[src/design/text_mode_terminal_writer_core_macros.svh]
// ----------------------------------------------------------------------------
// Terminal writer assertion macros
// Clocked assertion helpers, compiled out for synthesis.
// ----------------------------------------------------------------------------
`ifndef TEXT_MODE_TERMINAL_WRITER_CORE_MACROS_SVH
`define TEXT_MODE_TERMINAL_WRITER_CORE_MACROS_SVH

`ifndef SYNTHESIS
// assertion with reset qualification
`define TMTW_ASSERT(lbl, clk, rst_n, prop, msg) \
    lbl: assert property (@(posedge clk) disable iff (!rst_n) prop) else $error(msg);
// assertion that also holds during reset
`define TMTW_ASSERT_ALWAYS(lbl, clk, prop, msg) \
    lbl: assert property (@(posedge clk) prop) else $error(msg);
`else
`define TMTW_ASSERT(lbl, clk, rst_n, prop, msg)
`define TMTW_ASSERT_ALWAYS(lbl, clk, prop, msg)
`endif

`endif

[src/design/tmtw_pkg.sv]
// ----------------------------------------------------------------------------
// Terminal writer package
// Screen geometry, codes and controller/datapath interface structs.
// ----------------------------------------------------------------------------
package tmtw_pkg;

    localparam int SCREEN_COLUMNS = 80;
    localparam int SCREEN_ROWS    = 25;
    localparam int CELL_COUNT     = SCREEN_COLUMNS * SCREEN_ROWS;
    localparam int ADDR_W         = $clog2(CELL_COUNT);

    localparam int OP_W      = 3;
    localparam int CHAR_W    = 8;
    localparam int NUM_W     = 32;
    localparam int COL_W     = 7;
    localparam int ROW_W     = 5;
    localparam int POS_W     = 11;
    localparam int CELL_W    = 16;
    localparam int COLOR_W   = 4;
    localparam int ATTR_W    = 2 * COLOR_W;
    localparam int DIG_N     = 10;
    localparam int DIG_W     = 4;
    localparam int DIG_IDX_W = $clog2(DIG_N);
    localparam int BCD_W     = DIG_N * DIG_W;
    localparam int BIT_CNT_W = $clog2(NUM_W);

    localparam logic [CELL_W-1:0] BLANK_CELL   = 16'h0F00;
    localparam logic [CHAR_W-1:0] NEWLINE_BYTE = 8'd10;
    localparam logic [CHAR_W-1:0] CHAR_ZERO    = 8'h30;
    localparam logic [CHAR_W-1:0] CHAR_MINUS   = 8'h2D;

    localparam int                  CFG_ADDR_W = 3;
    localparam logic [COLOR_W-1:0]  FG_RESET   = 4'hF;
    localparam logic [COLOR_W-1:0]  BG_RESET   = 4'h0;

    typedef enum logic [0:0] {
        REG_FOREGROUND = 1'b0,
        REG_BACKGROUND = 1'b1
    } t_reg_idx;

    typedef enum logic [OP_W-1:0] {
        OP_PUT_CHAR     = 3'd0,
        OP_PUT_UNSIGNED = 3'd1,
        OP_PUT_SIGNED   = 3'd2,
        OP_SET_CURSOR   = 3'd3,
        OP_CLEAR        = 3'd4,
        OP_READ_CELL    = 3'd5
    } t_opcode;

    typedef enum logic [2:0] {
        W_NONE,
        W_CHAR,
        W_BLANK_ALL,
        W_BLANK_ROW,
        W_COPY
    } t_wsel;

    typedef enum logic [1:0] {
        R_NONE,
        R_COPY,
        R_CELL
    } t_rsel;

    typedef enum logic [1:0] {
        BYTE_CHAR,
        BYTE_MINUS,
        BYTE_DIGIT
    } t_byte_sel;

    typedef struct packed {
        logic      load;
        logic      bcd_load;
        logic      bcd_negate;
        logic      bcd_step;
        logic      dig_init;
        logic      dig_dec;
        logic      byte_load;
        t_byte_sel byte_sel;
        logic      cur_inc;
        logic      cur_lb;
        logic      cur_set;
        logic      walk_clr;
        logic      walk_inc;
        t_wsel     wsel;
        t_rsel     rsel;
        logic      set_err;
        logic      cap_cell;
    } t_cmd;

    typedef struct packed {
        logic [OP_W-1:0] opcode;
        logic            is_newline;
        logic            num_neg;
        logic            pos_bad;
        logic            col_last;
        logic            row_last;
        logic            bcd_last;
        logic            dig_zero;
        logic            dig_is0;
        logic            walk_end_cell;
        logic            walk_end_col;
        logic            walk_end_scroll;
    } t_status;

endpackage

[src/design/tmtw_ctrl.sv]
// ----------------------------------------------------------------------------
// Terminal writer controller
// Sequences decode, number conversion, cell writes, scroll and clear walks.
// ----------------------------------------------------------------------------
module tmtw_ctrl
    import tmtw_pkg::*;
(
    input  logic    i_clk,
    input  logic    i_rst_n,
    input  logic    i_in_valid,
    output logic    o_in_ready,
    input  logic    i_out_free,
    output logic    o_finish,
    input  t_status i_status,
    output t_cmd    o_cmd
);

    typedef enum logic [3:0] {
        S_INIT,
        S_IDLE,
        S_DECODE,
        S_CONV,
        S_SKIP,
        S_DIGIT,
        S_EMIT,
        S_LB,
        S_SCROLL,
        S_BLANK,
        S_NEXT,
        S_CLEAR,
        S_RWAIT,
        S_DONE
    } t_state;

    t_state r_state, n_state;
    logic   r_num_mode, n_num_mode;
    logic   r_last, n_last;
    logic   r_neg, n_neg;
    logic   w_neg_print;

    assign w_neg_print = (t_opcode'(i_status.opcode) == OP_PUT_SIGNED) && i_status.num_neg;

    always_comb begin
        n_state    = r_state;
        n_num_mode = r_num_mode;
        n_last     = r_last;
        n_neg      = r_neg;
        o_cmd      = '0;
        o_cmd.wsel = W_NONE;
        o_cmd.rsel = R_NONE;
        o_cmd.byte_sel = BYTE_CHAR;
        o_in_ready = 1'b0;
        o_finish   = 1'b0;
        case (r_state)
            S_INIT: begin
                o_cmd.wsel = W_BLANK_ALL;
                if (i_status.walk_end_cell) begin
                    o_cmd.walk_clr = 1'b1;
                    n_state        = S_IDLE;
                end else begin
                    o_cmd.walk_inc = 1'b1;
                end
            end
            S_IDLE: begin
                o_in_ready = 1'b1;
                if (i_in_valid) begin
                    o_cmd.load = 1'b1;
                    n_state    = S_DECODE;
                end
            end
            S_DECODE: begin
                n_num_mode = 1'b0;
                n_last     = 1'b1;
                n_neg      = 1'b0;
                case (t_opcode'(i_status.opcode))
                    OP_PUT_CHAR: begin
                        if (i_status.is_newline) begin
                            n_state = S_LB;
                        end else begin
                            o_cmd.byte_load = 1'b1;
                            o_cmd.byte_sel  = BYTE_CHAR;
                            n_state         = S_EMIT;
                        end
                    end
                    OP_PUT_UNSIGNED, OP_PUT_SIGNED: begin
                        o_cmd.bcd_load   = 1'b1;
                        o_cmd.bcd_negate = w_neg_print;
                        o_cmd.dig_init   = 1'b1;
                        n_num_mode       = 1'b1;
                        n_neg            = w_neg_print;
                        n_state          = S_CONV;
                    end
                    OP_SET_CURSOR: begin
                        if (i_status.pos_bad) begin
                            o_cmd.set_err = 1'b1;
                        end else begin
                            o_cmd.cur_set = 1'b1;
                        end
                        n_state = S_DONE;
                    end
                    OP_CLEAR: begin
                        n_state = S_CLEAR;
                    end
                    OP_READ_CELL: begin
                        if (i_status.pos_bad) begin
                            o_cmd.set_err = 1'b1;
                            n_state       = S_DONE;
                        end else begin
                            o_cmd.rsel = R_CELL;
                            n_state    = S_RWAIT;
                        end
                    end
                    default: begin
                        n_state = S_DONE;
                    end
                endcase
            end
            S_CONV: begin
                o_cmd.bcd_step = 1'b1;
                if (i_status.bcd_last) begin
                    n_state = S_SKIP;
                end
            end
            S_SKIP: begin
                if (i_status.dig_zero && !i_status.dig_is0) begin
                    o_cmd.dig_dec = 1'b1;
                end else if (r_neg) begin
                    o_cmd.byte_load = 1'b1;
                    o_cmd.byte_sel  = BYTE_MINUS;
                    n_neg           = 1'b0;
                    n_last          = 1'b0;
                    n_state         = S_EMIT;
                end else begin
                    n_state = S_DIGIT;
                end
            end
            S_DIGIT: begin
                o_cmd.byte_load = 1'b1;
                o_cmd.byte_sel  = BYTE_DIGIT;
                o_cmd.dig_dec   = !i_status.dig_is0;
                n_last          = i_status.dig_is0;
                n_state         = S_EMIT;
            end
            S_EMIT: begin
                o_cmd.wsel = W_CHAR;
                if (i_status.col_last) begin
                    n_state = S_LB;
                end else begin
                    o_cmd.cur_inc = 1'b1;
                    n_state       = S_NEXT;
                end
            end
            S_LB: begin
                o_cmd.cur_lb   = 1'b1;
                o_cmd.walk_clr = 1'b1;
                n_state        = i_status.row_last ? S_SCROLL : S_BLANK;
            end
            S_SCROLL: begin
                // read one row ahead, write the word read in the cycle before
                o_cmd.wsel = W_COPY;
                if (i_status.walk_end_scroll) begin
                    o_cmd.walk_clr = 1'b1;
                    n_state        = S_BLANK;
                end else begin
                    o_cmd.rsel     = R_COPY;
                    o_cmd.walk_inc = 1'b1;
                end
            end
            S_BLANK: begin
                o_cmd.wsel = W_BLANK_ROW;
                if (i_status.walk_end_col) begin
                    o_cmd.walk_clr = 1'b1;
                    n_state        = S_NEXT;
                end else begin
                    o_cmd.walk_inc = 1'b1;
                end
            end
            S_NEXT: begin
                n_state = (r_num_mode && !r_last) ? S_DIGIT : S_DONE;
            end
            S_CLEAR: begin
                o_cmd.wsel = W_BLANK_ALL;
                if (i_status.walk_end_cell) begin
                    o_cmd.walk_clr = 1'b1;
                    n_state        = S_DONE;
                end else begin
                    o_cmd.walk_inc = 1'b1;
                end
            end
            S_RWAIT: begin
                o_cmd.cap_cell = 1'b1;
                n_state        = S_DONE;
            end
            S_DONE: begin
                if (i_out_free) begin
                    o_finish = 1'b1;
                    n_state  = S_IDLE;
                end
            end
            default: begin
                n_state = S_IDLE;
            end
        endcase
    end

    always_ff @(posedge i_clk) begin
        if (!i_rst_n) begin
            r_state    <= S_INIT;
            r_num_mode <= 1'b0;
            r_last     <= 1'b0;
            r_neg      <= 1'b0;
        end else begin
            r_state    <= n_state;
            r_num_mode <= n_num_mode;
            r_last     <= n_last;
            r_neg      <= n_neg;
        end
    end

endmodule

[config.mk]
export PLATFORM = sky130hd
export DESIGN_NAME = tmtw_ctrl
export DESIGN_NICKNAME = d
export VERILOG_FILES = /design/src/design/text_mode_terminal_writer_core_macros.svh /design/src/design/tmtw_pkg.sv /design/src/design/tmtw_ctrl.sv
export SDC_FILE = /design/constraint.sdc
export NUM_CORES = 1
export LEC_CHECK = 0
export ABC_CLOCK_PERIOD_IN_PS = 3400
export BUFFER_PORTS_ARGS = -buffer_cell sky130_fd_sc_hd__buf_2
export CAP_MARGIN = 40
export CORE_MARGIN = 2
export CORE_UTILIZATION = 35
export DETAILED_ROUTE_END_ITERATION = 16
export GPL_TIMING_DRIVEN = 0
export PLACE_DENSITY = 0.7
export SYNTH_ARGS = -nofsm -noshare
export SYNTH_HDL_FRONTEND = slang
export SYNTH_SLANG_ARGS = --single-unit
[constraint.sdc]
create_clock -name i_clk -period 3.4 [get_ports i_clk]
set_input_delay 0.17 -clock i_clk [delete_from_list [all_inputs] [get_ports i_clk]]
set_output_delay 0.17 -clock i_clk [all_outputs]
set_load 0.005 [all_outputs]
==> results.sh <==
export IMPL_synthToLayoutAreaGrowth_pct=26.5
export IMPL_cp_arrival_ns=1.88
export IMPL_synth_cells=133
export IMPL_path_clk_slew_ns=0.06
export IMPL_drtIter0Drc=42
export IMPL_portBuffers=38
export IMPL_grt_pass1_vias=1089
export IMPL_cp_end_kind="primary output"
export IMPL_fp_dieW_um=56.3
export IMPL_dp_final_hpwl_um=2350
export IMPL_cts_buffers=3
export IMPL_num_antenna_cells=0
export IMPL_synth_seq_cells=7
export IMPL_dr_total_vias=1207
export IMPL_die_area_um2=3170
export IMPL_worstPathRequired_ns=3.23
export IMPL_clock_latency_ns=0.26
export IMPL_grt_ovfl_total=0
export IMPL_grt_pass1_wl_um=4950
export IMPL_vias_per_cell=5.89
export IMPL_fmax_ghz=0.489
export IMPL_crit_chain="nand2b_2, clkbuf_1, nor3_1, and2_1, a211o_1, buf_2"
export IMPL_grt_max_degree=11
export IMPL_synthTopCellsByArea="dfxtp_1 15%, nor2_1 5.5%, buf_4 4.7%, a21oi_1 4.2%, mux2i_1 4.2%"
export IMPL_worst_pin_slew_ns=0.499
export IMPL_crit_slowest_cell="clkbuf_1"
export IMPL_post_route_drc_count=0
export IMPL_worstPathBufferInverterCount=2
export IMPL_skew_ns=0.00410
export IMPL_netlist_area_um2=957
export IMPL_post_place_cells=201
export IMPL_fin_tns_setup_ns=0
export IMPL_finalCriticalPeriod_ns=2.05
export IMPL_setup_viol=0
export IMPL_grt_usage=0.193
export IMPL_fin_cells=205
export IMPL_crit_family="buffers and inverters"
export IMPL_powerDensity_nw_per_um2=626
export IMPL_worst_hold_slack_ns=0.173
export IMPL_antenna_found_initial=0
export IMPL_cts_htree_levels=1
export IMPL_synth_top_area_frac=0.146
export IMPL_place_area_um2=1180
export IMPL_routedWlPerCell_um=14.5
export IMPL_max_cap_violations=0
export IMPL_max_stage_delay_ns=0.40
export IMPL_grt_setup_unrepaired="no"
export IMPL_yosys_warnings=0
export IMPL_relSlewSlack=0.668
export IMPL_power_mw=0.758
export IMPL_clock_path_buffers=2
export IMPL_maxSlewViolCount=0
export IMPL_root_buffer="clkbuf_4"
export IMPL_postCtsSetupBuffers=0
export IMPL_drtPass1Iterations=4
export IMPL_drive_gt1_frac=0.326
export IMPL_wl_um=2970
export IMPL_finalInstanceArea_um2=1210
export IMPL_setup_ws_ns=1.35
export IMPL_die_h_um=56.3
export IMPL_gp_congestion=0.922
export IMPL_place_worst_setup_slack_ns=1.63
export IMPL_io_pins=41
export IMPL_nNetsFinal=194
export IMPL_synth_top_area_cell="dfxtp_1"
export IMPL_seq_area_frac_synth=0.146
export IMPL_rows=18
export IMPL_synthArstFlopShare=0
export IMPL_outcome="finished clean"
export IMPL_ir_drop_uv=336
export IMPL_leakagePower_nw=0.524
export IMPL_syn_nets=151
export IMPL_yosysUniqueCellTypes=51
export IMPL_synth_ff_type="dfxtp_1"
export IMPL_core_um2=2540
export IMPL_postSynthAreaPerCell_um2=7.20
export IMPL_utilization=0.476
export IMPL_holdBufCountCts=0
export IMPL_cts_sinks=7
export IMPL_post_route_period_util=0.602
export IMPL_final_hold_viol_count=0
export IMPL_start_util=0.376
export IMPL_startpoint_type="register"
export IMPL_path_class="reg -> out"
export IMPL_min_delay_path_class="in -> reg"
export IMPL_drtAntennaViolNets=0
export IMPL_synth_edf_count=0
export IMPL_cts_tree="yes"
export IMPL_cp_max_fo=10
export IMPL_ctsResizeCount=0
-- final timing paths --
kind                                         startpoint                      end  slack [ns]  depth (start not counted)
worst min-delay path                            i_rst_n  r_state[0]$_SDFFE_PN0P_        0.17                          2
worst max-delay path            r_state[3]$_SDFFE_PN0P_                o_cmd[14]        1.35                          6
worst max register to register  r_state[0]$_SDFFE_PN0P_  r_state[0]$_SDFFE_PN0P_        1.70                          5
worst min register to register  r_num_mode$_SDFFE_PN0P_  r_num_mode$_SDFFE_PN0P_        0.53                          2
-- layout make-up --
| class | instances | area (um2) |
|---|---|---|
| Fill cell | 266 | 1330 |
| Multi-Input combinational cell | 106 | 709 |
| Timing Repair Buffer | 38 | 190 |
| Sequential cell | 7 | 140 |
| Buffer | 15 | 88.8 |
| Tap cell | 30 | 37.5 |
| Clock buffer | 4 | 26.3 |
| Inverter | 5 | 18.8 |
-- sequential cells by signal, indices dropped and copies added (netlist names) --
name,count
r_state,4
r_last,1
r_neg,1
r_num_mode,1
-- per-layer routing --
layer  GRT usage  vias to the layer above  wire, um
li1            -                      587         -
met5           0                        -         0
met4      0.0714                        0        23
met1       0.237                      559      1220
met2       0.334                       57      1460
met3      0.0346                        4       257
-- power breakdown --
group	total [mW]	internal, mW	switching [mW]
registers	0.128	0.104	0.0244
clock network	0.0781	0.0449	0.0332
logic	0.551	0.243	0.308
total	0.758	0.392	0.366
-- logic make-up (layout without fill, tap and decap cells) --
logic type	count (synthesis)	after routing	synth area share
flops	7	7	0.146
simple gates	57	57	0.341
compound gates	42	42	0.329
fa+ha+maj	1	1	0.0105
buf+inv	20	62	0.112
xor+xnor	2	2	0.0183
mux	4	4	0.0418
-- cell usage in the layout, fill, tap and decap left out, types with 2 or more instances in the layout --
cell and n:
a211o_1 2, a211oi_1 3, a21oi_1 8, a311oi_1 3
a31oi_1 3, a32oi_1 3, and2_1 2, buf_2 40
buf_4 6, clkbuf_1 7, clkbuf_4 3, dfxtp_1 7
inv_1 5, mux2i_1 4, nand2_1 7, nand2b_1 2
nand3_1 3, nand3b_1 2, nor2_1 14, nor2b_1 2
nor3_1 8, nor3_2 2, nor4b_1 2, o21ai_0 6
o22ai_1 2, or3_1 3
-- synthesized netlist by cell type (2+ instances only) --
cell type / number
nor2_1: 14
a21oi_1: 8
nor3_1: 8
dfxtp_1: 7
nand2_1: 7
buf_4: 6
clkbuf_1: 6
o21ai_0: 6
inv_1: 5
mux2i_1: 4
a211oi_1: 3
a311oi_1: 3
a31oi_1: 3
a32oi_1: 3
nand3_1: 3
or3_1: 3
a211o_1: 2
and2_1: 2
buf_2: 2
nand2b_1: 2
nand3b_1: 2
nor2b_1: 2
nor3_2: 2
nor4b_1: 2
o22ai_1: 2
Power figures use the tool's default switching activity.
